===== config.mk =====
export PLATFORM = sky130hd
export DESIGN_NAME = pls_isqrt
export DESIGN_NICKNAME = d
export VERILOG_FILES = /design/src/rtl/core/pls_isqrt.sv
export SDC_FILE = /design/constraint.sdc
export NUM_CORES = 2
export LEC_CHECK = 0
export ABC_CLOCK_PERIOD_IN_PS = 10000
export BUFFER_PORTS_ARGS = -buffer_cell sky130_fd_sc_hd__buf_2
export CAP_MARGIN = 20
export CORE_ASPECT_RATIO = 0.7
export CORE_MARGIN = 8
export CORE_UTILIZATION = 40
export CTS_CLUSTER_DIAMETER = 200
export DETAILED_ROUTE_END_ITERATION = 16
export SETUP_SLACK_MARGIN = 0.2
export SYNTH_ARGS = -nofsm -noshare
export SYNTH_HDL_FRONTEND = slang
export SYNTH_SLANG_ARGS = --single-unit

===== constraint.sdc =====
create_clock -name clk -period 10 [get_ports clk]
set_clock_uncertainty 0.05 [all_clocks]
set_input_delay 1 -clock clk [delete_from_list [all_inputs] [get_ports clk]]
set_output_delay 1 -clock clk [all_outputs]
set_load 0.01 [all_outputs]

===== src/rtl/core/pls_isqrt.sv =====
// Pipelined integer square root, two result bits per stage.
module pls_isqrt #(
    parameter int NIT = 24
) (
    input  logic                clk,
    input  logic                en,
    input  logic [2*NIT-1:0]    v,
    output logic [NIT-1:0]      root
);
    localparam int SW  = 2 * NIT;
    localparam int NST = (NIT + 1) / 2;

    logic [SW-1:0] rem_reg [NST];
    logic [SW-1:0] res_reg [NST];
    logic [SW-1:0] rem_next [NST];
    logic [SW-1:0] res_next [NST];

    // each stage runs up to two restoring steps
    always_comb
    begin
        logic [SW-1:0] rm;
        logic [SW-1:0] rs;
        logic [SW-1:0] bt;
        int j;
        for (int s = 0; s < NST; s++)
        begin
            rm = (s == 0) ? v : rem_reg[(s == 0) ? 0 : s-1];
            rs = (s == 0) ? '0 : res_reg[(s == 0) ? 0 : s-1];
            for (int k = 0; k < 2; k++)
            begin
                j = 2*s + k;
                if (j < NIT)
                begin
                    bt = SW'(1) << (SW - 2 - 2*j);
                    if (rm >= rs + bt)
                    begin
                        rm = rm - (rs + bt);
                        rs = (rs >> 1) + bt;
                    end
                    else
                    begin
                        rs = rs >> 1;
                    end
                end
            end
            rem_next[s] = rm;
            res_next[s] = rs;
        end
    end

    always_ff @(posedge clk)
    begin
        if (en)
        begin
            for (int s = 0; s < NST; s++)
            begin
                rem_reg[s] <= rem_next[s];
                res_reg[s] <= res_next[s];
            end
        end
    end

    assign root = res_reg[NST-1][NIT-1:0];

endmodule


==> reports/metrics.cfg <==
[status]
outcome=finished clean

[final_layout]
largest_reg_flops=528
multiInputGateArea_sq_um=23800
area.growth.synth_to_final_pct=9.54
fill_cells=11027
seq_area_sq_um=20500
antenna_cells=0
fin_cells=6226
drive_above_1_share_pct=6.91
final_nets=5020

[critical_path]
reg2reg_depth=23
critPathCaptureType=register
r2r-start=res_reg[1][175]$_DFFE_PP_
startpoint=res_reg[1][175]$_DFFE_PP_
cp_common_cell=buf_4
ff2ff_setup_slack_ns=2.70
path_max_fanout=43
slowest_stage=edfxtp_1
cpPeakStageDelay_ns=0.59
cpLargestDelayFamily=simple AND/OR/NAND/NOR gates
crit_type=reg2reg
required_ns=10.35
cp-start-kind=register
path_cells=inv_1, ha_1, and2_0, and3_1, a21oi_1, and2_1, nand2_1, buf_4, inv_1, buf_4, o21ai_0, ha_1, nand4_1, or4_1, nor3b_1, o21ai_0, nand3_1, a21o_1, nor2b_1, and4bb_2, buf_4, nor4_1, xnor2_1
r2r-end=rem_reg[8][33]$_DFFE_PP_
path_buf_inv=5
cp_data_arrival_time_ns=7.65

[grt]
grt_max_degree=180
grt_usage_pct=18.7
antenna_found_initial=1
grt_pass1_vias=33060
grt_overflow=0
grt_pass1_wl_mm=189

[placement]
dpl.cell_count=6104
gp_congestion=0.935
place_ws_ns=2.86
hpwl_mm=95.7
numPortBuffers=73

[floorplanning]
design.core.area_sq_um=114000
row_count=104
dieArea_sq_um=126000
boundaryPins=74
dieHeight_um=299
start_util_pct=40.1
chipWidth_um=421

[synthesis]
synth.cell_area_sq_um=45800
synth_top_area_share_pct=44.8
syn_area_per_cell_sq_um=10.0
synth_nets=4945
synthTopCellsByArea=edfxtp_1, ha_1, xnor2_1, a21oi_1, nand2_1
yosysSeqAreaShare_pct=44.8
synth_top_cell_by_area=edfxtp_1
synthArstFlopShare_pct=0
yosysWarningCount=0
synth_cell_types=107
synth_top_flop_cell=edfxtp_1
synth_edf_count=684
ys_ff_latch=684
syn_inst=4562

[routing]
routedWlPerCell_um=19.6
num_vias=35364
antenna_left=0
viasPerCell=5.68
first_iter_violations=3317
dr.pass1.iters=5
post-route-drc-count=0
drt-total-wl_mm=122

[worst_hold_path]
hold_end=rem_reg[8][1]$_DFFE_PP_
hold_path_class=reg2reg
worstHoldStart=rem_reg[7][1]$_DFFE_PP_
min_delay_path_depth=0

[cts]
h-tree-depth=3
clock-sinks=684
cts_inserted_buffers=67
clkLatencyLatePin_ns=0.66
postCtsSetupBuffers=0
cts_resized=0
holdBufCountCts=0
cts_max_path_buffers=3
clkTransAtPathRegs_ns=0.08
root_buffer=clkbuf_16
tritoncts=built

[pwr]
pwr-share-seq_pct=34.3
p_comb_share_pct=45.2
ir_drop_mv=0.188
cellLeakagePower_nw=19.4
swShare_pct=40.0
clkPwrFrac_pct=20.5
power.switching_mw=5.11
powerDensity_nw_per_um2=255
p_int_mw=7.69

[timing]
tightest_slew_ns=1.10
fin_tns_setup_ns=0
setup_viol=0
maxSlewViolCount=0
rsz0062_at_grt=false
finalHoldViolCount=0
period_share_pct=73.0
fmax_mhz=137
maxSlewHeadroom_pct=25.6
fin_crit_ns=7.30
final.setup.worst_slack_ns=2.70

[run]
drv_cap=0

per-layer routing:
layer,global-route usage [%],wire [um]
met5,0,13
met3,5.03,10300
met1,28.3,59800
met4,4.39,2640
met2,26.3,49200
cell families after synthesis:
kind of cell | count (synthesis) | share of synthesized area (%)
mux | 60 | 1.42
simple gates | 1546 | 17.3
compound gates | 1126 | 16.0
xor+xnor | 429 | 8.20
flops | 684 | 44.8
buf+inv | 384 | 3.23
fa+ha+maj | 333 | 9.09
through the flow:
stage	hold WS [ns]	utilization, %	total power [mW]	instance area (sq um)
floorplan	0.367	-	8.57	45800
global placement	0.374	42.0	10.1	48000
detailed placement	0.375	42.0	10.1	48000
CTS	0.385	43.9	12.8	50200
global route	0.403	43.9	13.6	50200
finish	0.390	43.9	12.8	50200
how the worst max path moves through the flow:
stage	end	slack (ns)	cells past startpoint
floorplan	res_reg[2][144]$_DFFE_PP_	3.73	29
global placement	rem_reg[8][33]$_DFFE_PP_	2.94	23
detailed placement	rem_reg[8][33]$_DFFE_PP_	2.86	23
CTS	rem_reg[8][33]$_DFFE_PP_	2.83	23
global route	rem_reg[8][33]$_DFFE_PP_	2.21	23
finish	rem_reg[8][33]$_DFFE_PP_	2.70	23
layout by cell type (no fill, tap or decap), types with 148 or more instances in the layout:
cell type  Yosys  routed
nor2_1       366     366
o21ai_0      217     216
xnor2_1      274     274
nand2_1      374     374
a21oi_1      340     340
ha_1         333     333
a21o_1       148     148
xor2_1       155     155
inv_1        287     287
edfxtp_1     684     684
area by class of cell:
type	instances	area share [%]
clock buffers	75	3.40
well taps	1537	3.83
clock inverters	46	1.05
repair buffers	95	1.15
flip-flops and latches	684	40.9
multi-input cells	3494	47.5
inverters	295	2.21
power by group through the flow:
stage / logic (mW) / registers [mW] / clock network (mW)
CTS: 5.69 / 4.38 / 2.70
finish: 5.78 / 4.39 / 2.62
global placement: 5.62 / 4.44 / 0
floorplan: 4.37 / 4.20 / 0
global route: 6.37 / 4.45 / 2.80
detailed placement: 5.65 / 4.44 / 0
Yosys cell counts (70+ instances only):
library cell,number
xor2_1,155
o21ai_0,217
nor2_1,366
nor3_1,121
nand4_1,70
a21oi_1,340
nand3_1,119
a21o_1,148
nand2_1,374
xnor2_1,274
ha_1,333
inv_1,287
edfxtp_1,684
nor4_1,111
Note: power is estimated with default switching activity, not from simulation.
