[config.mk]
export PLATFORM = sky130hd
export DESIGN_NAME = pls_axis
export DESIGN_NICKNAME = d
export VERILOG_FILES = /design/src/rtl/core/pls_axis.sv
export SDC_FILE = /design/constraint.sdc
export NUM_CORES = 2
export LEC_CHECK = 0
export ABC_AREA = 1
export ABC_CLOCK_PERIOD_IN_PS = 14800
export BUFFER_PORTS_ARGS = -buffer_cell sky130_fd_sc_hd__buf_2
export CAP_MARGIN = 25
export CORE_ASPECT_RATIO = 0.7
export CORE_MARGIN = 2
export CORE_UTILIZATION = 40
export DETAILED_ROUTE_END_ITERATION = 10
export SYNTH_ARGS = -nofsm -noshare
export SYNTH_HDL_FRONTEND = slang
export SYNTH_SLANG_ARGS = --single-unit
[constraint.sdc]
create_clock -name clk -period 14.8 [get_ports clk]
set_input_delay 2.22 -clock clk [delete_from_list [all_inputs] [get_ports clk]]
set_output_delay 2.22 -clock clk [all_outputs]
set_load 0.01 [all_outputs]
[src/rtl/core/pls_axis.sv]
// One axis: texel index to world coordinate, distance to the light, squared.
module pls_axis #(
    parameter int COORD_BITS = 12
) (
    input  logic                    clk,
    input  logic                    en,
    input  logic [COORD_BITS-1:0]   idx,
    input  logic [15:0]             scale,
    input  logic signed [15:0]      origin,
    input  logic signed [15:0]      light,
    output logic [2*(((COORD_BITS+16>24)?COORD_BITS+16:24)-5)-1:0] sq
);
    localparam int PW = COORD_BITS + 16;
    localparam int QW = ((PW > 24) ? PW : 24) + 2;
    localparam int WW = QW - 8;
    localparam int DW = WW + 1;

    logic [PW-1:0]          prod_reg;
    logic signed [WW-1:0]   wx_reg;
    logic [DW-1:0]          dx_reg;
    logic [2*DW-1:0]        sq_reg;

    logic signed [QW-1:0]   q;
    logic signed [QW-1:0]   qa;
    logic signed [DW-1:0]   diff;

    // world position, truncated toward zero
    always_comb
    begin
        q    = $signed({{(QW-PW){1'b0}}, prod_reg})
             + $signed({{(QW-24){origin[15]}}, origin, 8'b0});
        qa   = q[QW-1] ? (q + $signed(QW'(255))) : q;
        diff = $signed({wx_reg[WW-1], wx_reg})
             - $signed({{(DW-16){light[15]}}, light});
    end

    always_ff @(posedge clk)
    begin
        if (en)
        begin
            prod_reg <= PW'(idx) * PW'(scale);
            wx_reg   <= qa[QW-1:8];
            dx_reg   <= diff[DW-1] ? DW'(-diff) : DW'(diff);
            sq_reg   <= (2*DW)'(dx_reg) * (2*DW)'(dx_reg);
        end
    end

    assign sq = sq_reg;

endmodule

==> metrics list <==
* Detailed placer's ending HPWL: 64.84 mm
- Most frequent standard cell in the layout excluding fill and tap cells: sky130_fd_sc_hd__inv_1
* Area of the core: 73,530 um2
- Largest fanout on the critical path: 24
* Layout net count: 4,688
- Number of buffers inserted to repair setup after CTS: 0
- Num CTS Buffers: 17
- Synthesized area per cell: 7.930 um2
- Count of antenna-violating nets left after detailed routing: 0
- Warnings, synthesis: 0
- Drt pass-1 iters: 6
- Of the cells placed in the final design, the portion with a size suffix greater than 1 is 0.06505.
* Synth async-reset ratio: 0
- When the netlist entered floorplanning its net count stood at 4,632.
- Primary flip-flop cell chosen by synthesis mapping: sky130_fd_sc_hd__edfxtp_1
* CTS Sinks: 118
- Number of antenna violations at the first check in global routing: 0
* Largest net degree at the start of global routing: 75
- In the layout the commonest cells are sky130_fd_sc_hd__inv_1 (1,031), sky130_fd_sc_hd__nand2_1 (948), sky130_fd_sc_hd__fa_1 (527).
- Clock tree from TritonCTS: yes
- Port buffer count: 106
- Count of hold-fix buffers inserted at cts: 0
* Detail Route met2 WL: 29.65 mm
- The final route contains 23,139 vias.
- Total GRT Usage: 0.2187
- Reg area: 3543 um2
- Worst hold path depth: 3
* Mapped Area: 29,810 um2
- Number of global-route vias before repair: 23,648
* Effective utilization at floorplan: 0.4054
- In this run the core area contains 83 standard-cell rows.
- Post-synth EDFFs: 118
- Final hold analysis gives a worst-case slack of 0.7704 ns.
- Relative to the synthesized area, the layout overhead comes to 7.220%.
* Highest routing layer actually used: met4
- The die covers 76,750 um2.
* Routed wire length on met3: 7.541 mm
- For the final routed database, the setup TNS stands at 0 ns.
- Global route total overflow: 0
* Final min period: 7.272 ns
- Antenna fix cells: 0
- The first global-routing pass estimated 130.5 mm of wire.
* Number of synthesized register bits: 118
- Critical Setup Path Class: register to register
* Result of the run: finished clean
- Hold Crit Start: wx_reg[0]
* Critical register-to-register path startpoint: dx_reg[6]
- Number of max-capacitance violations reported: 0
- Final-layout fill cell count: 7,417
* Type of element launching the critical path: register
* Type of the most critical hold path: register to register
- The register with the most flip-flops in the layout has 45 of them.
* Endpoint of the most critical register-to-register path: sq[28]
* Final number of max-transition violations: 0
- STA puts the critical path data required time at 15.02 ns.
- Across all register-to-register paths, the minimum setup slack is 7.53 ns.
* Clock Pin Slew Worst Setup and Hold Paths: 0.07 ns
- Slew at the pin closest to its max-slew limit: 1.051 ns
- STA classifies the critical path endpoint as a register.
- Sequential share of the synthesized area: 0.1189
- Final worst-path cycle share: 0.4913
- Clk Latency, worst-skew pair: 0.49 ns
- Weighted congestion at the end of routability-driven global placement: 0.9497
- Unrepaired setup endpoints after global routing: false
- The first routing iteration left 2,004 violations.
* Number of instances in the synthesized netlist: 3,759
- After detailed routing, the average wire length per cell comes to 16.40 um.
* Root Buffer: sky130_fd_sc_hd__clkbuf_16
- Post-cts gate resize count: 0
* Detail-routed via count per cell: 4.816
* Fin. Hold Viols: 0
- IO Count: 108
- Highest Clock Rate: 137.5 MHz
- Final Setup Violations: 0
* Total wire length after detailed routing: 78.79 mm
- For hold timing, the worst endpoint is dx_reg[0].
- For this run, design rule violations remaining after detail routing come to 0.
- Count of different cell masters after synthesis: 51
- Final worst clock skew: 0.01629 ns
* Worst EP arrival: 7.49 ns
- The H-tree generated during clock tree synthesis spans 4 levels.
- After detailed routing, the wire length on met1 is 40.72 mm.
- From left edge to right edge, the die measures 330.3 um.
* Height of the die: 232.4 um
- In this run the tightest slew margin relative to its limit is 0.2992.
- Maximum clock insertion buffer count: 2
- The multi-input combinational cells in the finished layout cover a total of 21,970 um2.
- Cell depth of the worst flop-to-flop path: 22
worst max path at each step:
stage	start	to	slack, ns	cells past startpoint
floorplan	idx[3]	prod_reg[25]	7.91	23
global placement	dx_reg[8]	sq[28]	7.60	22
detailed placement	dx_reg[8]	sq[28]	7.63	22
CTS	dx_reg[8]	sq[28]	7.56	22
global route	dx_reg[6]	sq[28]	7.24	22
finish	dx_reg[6]	sq[28]	7.53	22
metrics by stage:
step                      instances  worst slack, ns    util  area [um2]
after CTS                      4800            7.564  0.4337       31880
after floorplan                3759            7.909       -       29810
after detailed placement       4768            7.633  0.4261       31330
final                          4805            7.528  0.4347       31960
after global placement         4768            7.596  0.4261       31330
after global routing           4805            7.243  0.4347       31960
worst max-delay path, cell delays in order (launching register included):
cell,delay (ns)
sky130_fd_sc_hd__edfxtp_1,1.04
sky130_fd_sc_hd__nand2_1,0.17
sky130_fd_sc_hd__fa_1,0.64
sky130_fd_sc_hd__inv_1,0.08
sky130_fd_sc_hd__fa_1,0.51
sky130_fd_sc_hd__inv_1,0.06
sky130_fd_sc_hd__fa_1,0.50
sky130_fd_sc_hd__inv_1,0.06
sky130_fd_sc_hd__fa_1,0.50
sky130_fd_sc_hd__inv_1,0.06
sky130_fd_sc_hd__fa_1,0.54
sky130_fd_sc_hd__inv_1,0.05
sky130_fd_sc_hd__fa_1,0.51
sky130_fd_sc_hd__fa_1,0.45
sky130_fd_sc_hd__ha_1,0.37
sky130_fd_sc_hd__a21oi_1,0.24
sky130_fd_sc_hd__o21ai_0,0.19
sky130_fd_sc_hd__a21oi_1,0.23
sky130_fd_sc_hd__o21ai_0,0.18
sky130_fd_sc_hd__a21oi_1,0.30
sky130_fd_sc_hd__nor2_1,0.08
sky130_fd_sc_hd__nor2_1,0.13
sky130_fd_sc_hd__xnor2_1,0.11
cell usage after synthesis (all sizes together) (10+ instances only):
cell type / n / area (um2)
ha: 284 / 3553
nand3: 120 / 620.6
a31oi: 14 / 87.58
a21o: 10 / 75.07
o21bai: 14 / 105.1
nand4: 26 / 175.2
edfxtp: 118 / 3543
nor3: 21 / 125.1
fa: 527 / 10550
inv: 1044 / 3921
xnor2: 35 / 306.5
xor2: 70 / 620.6
nand2: 984 / 3794
o21ai: 52 / 264.0
clkbuf: 85 / 319.1
a21oi: 111 / 589.3
nor2: 197 / 824.5
per-layer routing:
layer,global-route usage,vias up
met3,0.06095,55
li1,-,11218
met1,0.3498,11002
met2,0.2908,864
met5,0,-
met4,0.03549,0
layout make-up:
cell class,instances,share of cell area
clock buffer,18,0.01343
clock inverter,14,0.003915
sequential,118,0.1109
tap,977,0.03825
multi-input combinational,2504,0.6875
inverter,1045,0.1228
timing repair buffer,129,0.02325
cells by family after synthesis:
family,synth area share
adder cells (fa/ha/maj),0.4732
XOR/XNOR,0.03110
other,0.0001258
AND/OR/NAND/NOR,0.1895
buffers and inverters,0.1440
AO/OA/AOI/OAI,0.04319
flip-flops,0.1189
Power is not shown: default switching activity piles up to over one toggle a cycle in this logic, so the estimate is an artifact.
