File: config.mk
export PLATFORM = sky130hd
export DESIGN_NAME = pls_factor
export DESIGN_NICKNAME = d
export VERILOG_FILES = /design/src/rtl/core/pls_pkg.sv /design/src/rtl/core/pls_factor.sv
export SDC_FILE = /design/constraint.sdc
export NUM_CORES = 1
export LEC_CHECK = 0
export BUFFER_PORTS_ARGS = -buffer_cell sky130_fd_sc_hd__buf_2
export CORE_ASPECT_RATIO = 1.25
export CORE_UTILIZATION = 40
export DETAILED_ROUTE_END_ITERATION = 6
export PLACE_DENSITY_LB_ADDON = 0.05
export SLEW_MARGIN = 25
export SYNTH_ARGS = -nofsm -noshare
export SYNTH_HDL_FRONTEND = slang
export SYNTH_SLANG_ARGS = --single-unit
File: constraint.sdc
create_clock -name clk -period 19.75 [get_ports clk]
set_clock_uncertainty 0.15 [all_clocks]
set_input_delay 1.975 -clock clk [delete_from_list [all_inputs] [get_ports clk]]
set_output_delay 1.975 -clock clk [all_outputs]
set_load 0.05 [all_outputs]
File: src/rtl/core/pls_pkg.sv
// Shared types and constants for the point light pixel shade unit.
package pls_pkg;

    // register indexes on the configuration port
    localparam logic [2:0] REG_LIGHT_X      = 3'd0;
    localparam logic [2:0] REG_LIGHT_Y      = 3'd1;
    localparam logic [2:0] REG_LIGHT_RADIUS = 3'd2;
    localparam logic [2:0] REG_LIGHT_FLOOR  = 3'd3;
    localparam logic [2:0] REG_ORIGIN_X     = 3'd4;
    localparam logic [2:0] REG_ORIGIN_Y     = 3'd5;
    localparam logic [2:0] REG_SCALE_X      = 3'd6;
    localparam logic [2:0] REG_SCALE_Y      = 3'd7;

    // unity brightness in Q1.8
    localparam logic [8:0] FACTOR_ONE = 9'd256;

    typedef struct packed {
        logic signed [15:0] light_x;
        logic signed [15:0] light_y;
        logic [15:0]        light_radius;
        logic [8:0]         light_floor;
        logic signed [15:0] origin_x;
        logic signed [15:0] origin_y;
        logic [15:0]        scale_x;
        logic [15:0]        scale_y;
    } cfg_t;

endpackage

File: src/rtl/core/pls_factor.sv
// Distance over radius by restoring division, then the clamped brightness factor.
module pls_factor #(
    parameter int NIT = 24
) (
    input  logic            clk,
    input  logic            en,
    input  pls_pkg::cfg_t   cfg,
    input  logic [NIT-1:0]  distance,
    output logic [8:0]      factor
);
    localparam int NW = NIT + 8;

    logic           over_reg [4];
    logic [NW-1:0]  rem_reg  [4];
    logic [8:0]     quo_reg  [4];
    logic [8:0]     factor_reg;

    logic [NW-1:0]  rem_next [3];
    logic [8:0]     quo_next [3];
    logic [8:0]     fl;
    logic [9:0]     t;
    logic           over_now;

    // beyond the radius when 256*d >= 257*r
    assign over_now = {distance, 8'b0} >= (NW'(cfg.light_radius) * NW'(257));

    // three quotient bits per stage
    always_comb
    begin
        logic [NW-1:0] rm;
        logic [8:0]    qq;
        logic [NW-1:0] dv;
        for (int s = 0; s < 3; s++)
        begin
            rm = rem_reg[s];
            qq = quo_reg[s];
            for (int k = 0; k < 3; k++)
            begin
                dv = NW'({cfg.light_radius, 8'b0} >> (k + 3*s));
                if (rm >= dv)
                begin
                    rm = rm - dv;
                    qq[8 - k - 3*s] = 1'b1;
                end
            end
            rem_next[s] = rm;
            quo_next[s] = qq;
        end
    end

    // final clamp
    always_comb
    begin
        fl = (cfg.light_floor > pls_pkg::FACTOR_ONE) ? pls_pkg::FACTOR_ONE : cfg.light_floor;
        t  = {1'b0, fl} + {1'b0, pls_pkg::FACTOR_ONE} - {1'b0, quo_reg[3]};
    end

    always_ff @(posedge clk)
    begin
        if (en)
        begin
            over_reg[0] <= over_now;
            rem_reg[0]  <= {distance, 8'b0};
            quo_reg[0]  <= '0;
            for (int s = 0; s < 3; s++)
            begin
                over_reg[s+1] <= over_reg[s];
                rem_reg[s+1]  <= rem_next[s];
                quo_reg[s+1]  <= quo_next[s];
            end
            if (cfg.light_radius == 16'd0 || over_reg[3])
                factor_reg <= fl;
            else if (t > {1'b0, pls_pkg::FACTOR_ONE})
                factor_reg <= pls_pkg::FACTOR_ONE;
            else
                factor_reg <= t[8:0];
        end
    end

    assign factor = factor_reg;

endmodule

==> summary.txt <==
status = finished clean
Worst Path Arrival = 13.35 ns
post-synth top area cell = edfxtp_1
root buf cell = clkbuf_16
total wire length = 44220 µm
Synthesized Nets = 2217
WL/cell = 18.48 µm
ys async rst share = 0%
Core Rows = 79
max reg flops = 79
Post-Synthesis Cells = 1868
core footprint = 0.03746 mm²
most frequent cells in the layout = ha_1 (196), a21oi_1 (183), nor2_1 (173)
Placed Cells incl. Taps = 2377
initial antenna violation count = 0
postcts setup bufs = 0
portion of netlist area occupied by mux cells = 2.376%
EDFF count, synth = 110
Final Max Tran Viols = 0
Initial Utilization = 40.91%
slowest CP cell = o41ai_1
Slew HR = 33.49%
final setup fails = 0
layout cell share with drive strength beyond 1 = 8.390%
ys flop type = edfxtp_1
Die Y-Extent = 220.8 µm
number of distinct library cells after synthesis = 95
Num CTS Buffers = 9
Worst Hold Class = flip-flop to flip-flop
router iterations before antenna repair = 5
Mapped Area = 0.01532 mm²
htree depth = 3
Lkg Pwr = 6.711 nW
measured slew at the worst slew-check pin = 0.9885 ns
Clk pin slew, worst setup/hold paths = 0.09 ns
Vias/cell = 5.789
vias in the first global route = 13.79k
Tcrit/Tclk final = 67.72%
top cells by area, synth = edfxtp_1 (22%), ha_1 (16%), xnor2_1 (6.3%)
area grow syn2layout = 7.365%
CP endpoint kind = flip-flop
# Max-Cap Violations = 0
largest net degree at the start of global routing = 82
RSZ-0062 raised after global routing = false
sequential area share after synthesis = 21.55%
Final Hold Vio Count = 0
largest family of logic cells by synthesized area = compound AO/OA/AOI/OAI gates
dpl hpwl = 36700 µm
XOR/XNOR share of the synthesized area = 9.250%
Adder-Cell Fraction of Synth Area = 16.79%
GRT Util Overall = 22.93%
pre-CTS setup slack = 5.824 ns
Port Buffers = 59
DRC violations left = 0
DRT iter0 DRCs = 530
diode count = 0
area fraction in compound gates after synthesis = 24.95%
commonest non-fill, non-tap cell in the layout = ha_1
CP max stage delay = 0.75 ns
FMAX = 0.07477 GHz
Sink Count = 110
YS warnings = 0
Final WS setup = 6.375 ns
# IOs = 156
CP Launch Type = input port
via count = 13.85k
Worst Path Required = 19.72 ns
first-pass GRT wire length = 70520 µm
final antenna-violating net count = 0
CTS max path bufs = 2
critical path type = input port to flip-flop
Hold WS = 0.2687 ns
worst-path maximum fanout = 25
Clock Latency Late Sink = 0.39 ns
Placer Congestion = 0.8819
post-synthesis register bit count = 110
Mean Syn Cell Area = 8.204 µm²
non-filler cells in the finished layout = 2393
pwr dens = 168.8 mW/mm²
Die X-Extent = 177.1 µm
clock tree from TritonCTS = done
Yosys top cell area share = 21.55%
Die Outline Area = 0.03910 mm²
WP buf/inv = 6
nets@finish = 2251
CP dominant cell by count = nor2_1
CP delay by family, top = compound AO/OA/AOI/OAI gates
GR Overflow Total = 0
aggregate negative setup slack = 0 ns
Resized Gates After CTS = 0
simple-gate share of the synthesized area = 21.38%
maximum vdd ir drop = 0.00007811 V
Final Critical Period = 13.37 ns
hold-fix buffer count after cts = 0
## per-layer routing
layer | vias to the layer above | part of all wire, % | global-route usage (%)
met3 | 72 | 1.7 | 1.890
met4 | 0 | 4.2 | 10.62
li1 | 7095 | - | -
met5 | - | 0 | 0
met2 | 205 | 54 | 44.76
met1 | 6481 | 40 | 24.19
## synth_stat cells, types with 6 or more instances
cell type	n
a2111oi_0	8
a211o_1	6
a211oi_1	16
a21boi_0	6
a21o_1	67
a21oi_1	183
a22o_1	6
a31oi_1	13
and2_1	14
and3_1	16
clkbuf_1	42
edfxtp_1	110
fa_1	6
ha_1	196
inv_1	88
mux2_2	25
mux2i_1	6
nand2_1	135
nand2b_1	28
nand3_1	47
nand4_1	31
nor2_1	173
nor2b_1	33
nor3_1	45
nor3b_1	6
nor4_1	30
o211ai_1	17
o21a_1	25
o21ai_0	92
o21ai_1	24
o21bai_1	22
o31a_1	7
o31ai_1	21
o41ai_1	6
or2_2	6
or3_1	17
or4_1	8
xnor2_1	111
xor2_1	49
## through the flow
stage / power (W) / cell area [µm²] / util, %
floorplan: 0.002153 / 15320 / -
global placement: 0.002559 / 16150 / 43.11
detailed placement: 0.002579 / 16150 / 43.11
CTS: 0.002779 / 16440 / 43.89
global route: 0.003067 / 16450 / 43.92
finish: 0.002777 / 16450 / 43.92
## cell families after synthesis
| logic type | count (synthesis) |
|---|---|
| AOI/OAI and AO/OA | 585 |
| DFF | 110 |
| muxes | 33 |
| xor gates and xnor gates | 161 |
| adders and majority gates | 202 |
| buffers and inverters | 145 |
| and+or+nand+nor | 632 |
## final timing paths
kind	from	endpoint	slack [ns]	cells past startpoint
worst max register to register	rem_reg[1][10]	rem_reg[2][29]	8.05	37
worst min-delay path	quo_reg[2][7]	quo_reg[3][7]	0.27	0
worst max-delay path	cfg[78]	rem_reg[2][29]	6.38	39
worst min register to register	quo_reg[2][7]	quo_reg[3][7]	0.27	0
## worst reg2reg max path, delay by kind of cell, from the launching register on
kind | cells | cell delay [ns]
buf+inv | 4 | 1.22
flops | 1 | 0.41
fa+ha+maj | 3 | 1.10
compound gates | 16 | 4.57
simple gates | 13 | 3.86
xor+xnor | 1 | 0.13
## where the power goes
part / total, W / internal [W] / switching (W)
logic: 0.00217 / 0.000936 / 0.00123
registers: 0.000425 / 0.000374 / 0.0000514
clock network: 0.000183 / 0.0000883 / 0.0000952
## cell type report
| cell class | instances | area [µm²] |
|---|---|---|
| well taps | 486 | 608.1 |
| multi-input cells | 1613 | 11480 |
| repair buffers | 74 | 414.1 |
| flip-flops and latches | 110 | 3303 |
| clock inverters | 7 | 66.31 |
| inverters | 94 | 355.3 |
| clock buffers | 9 | 225.2 |
| fillers | 3851 | 21010 |
(Power assumes the default switching activity.)
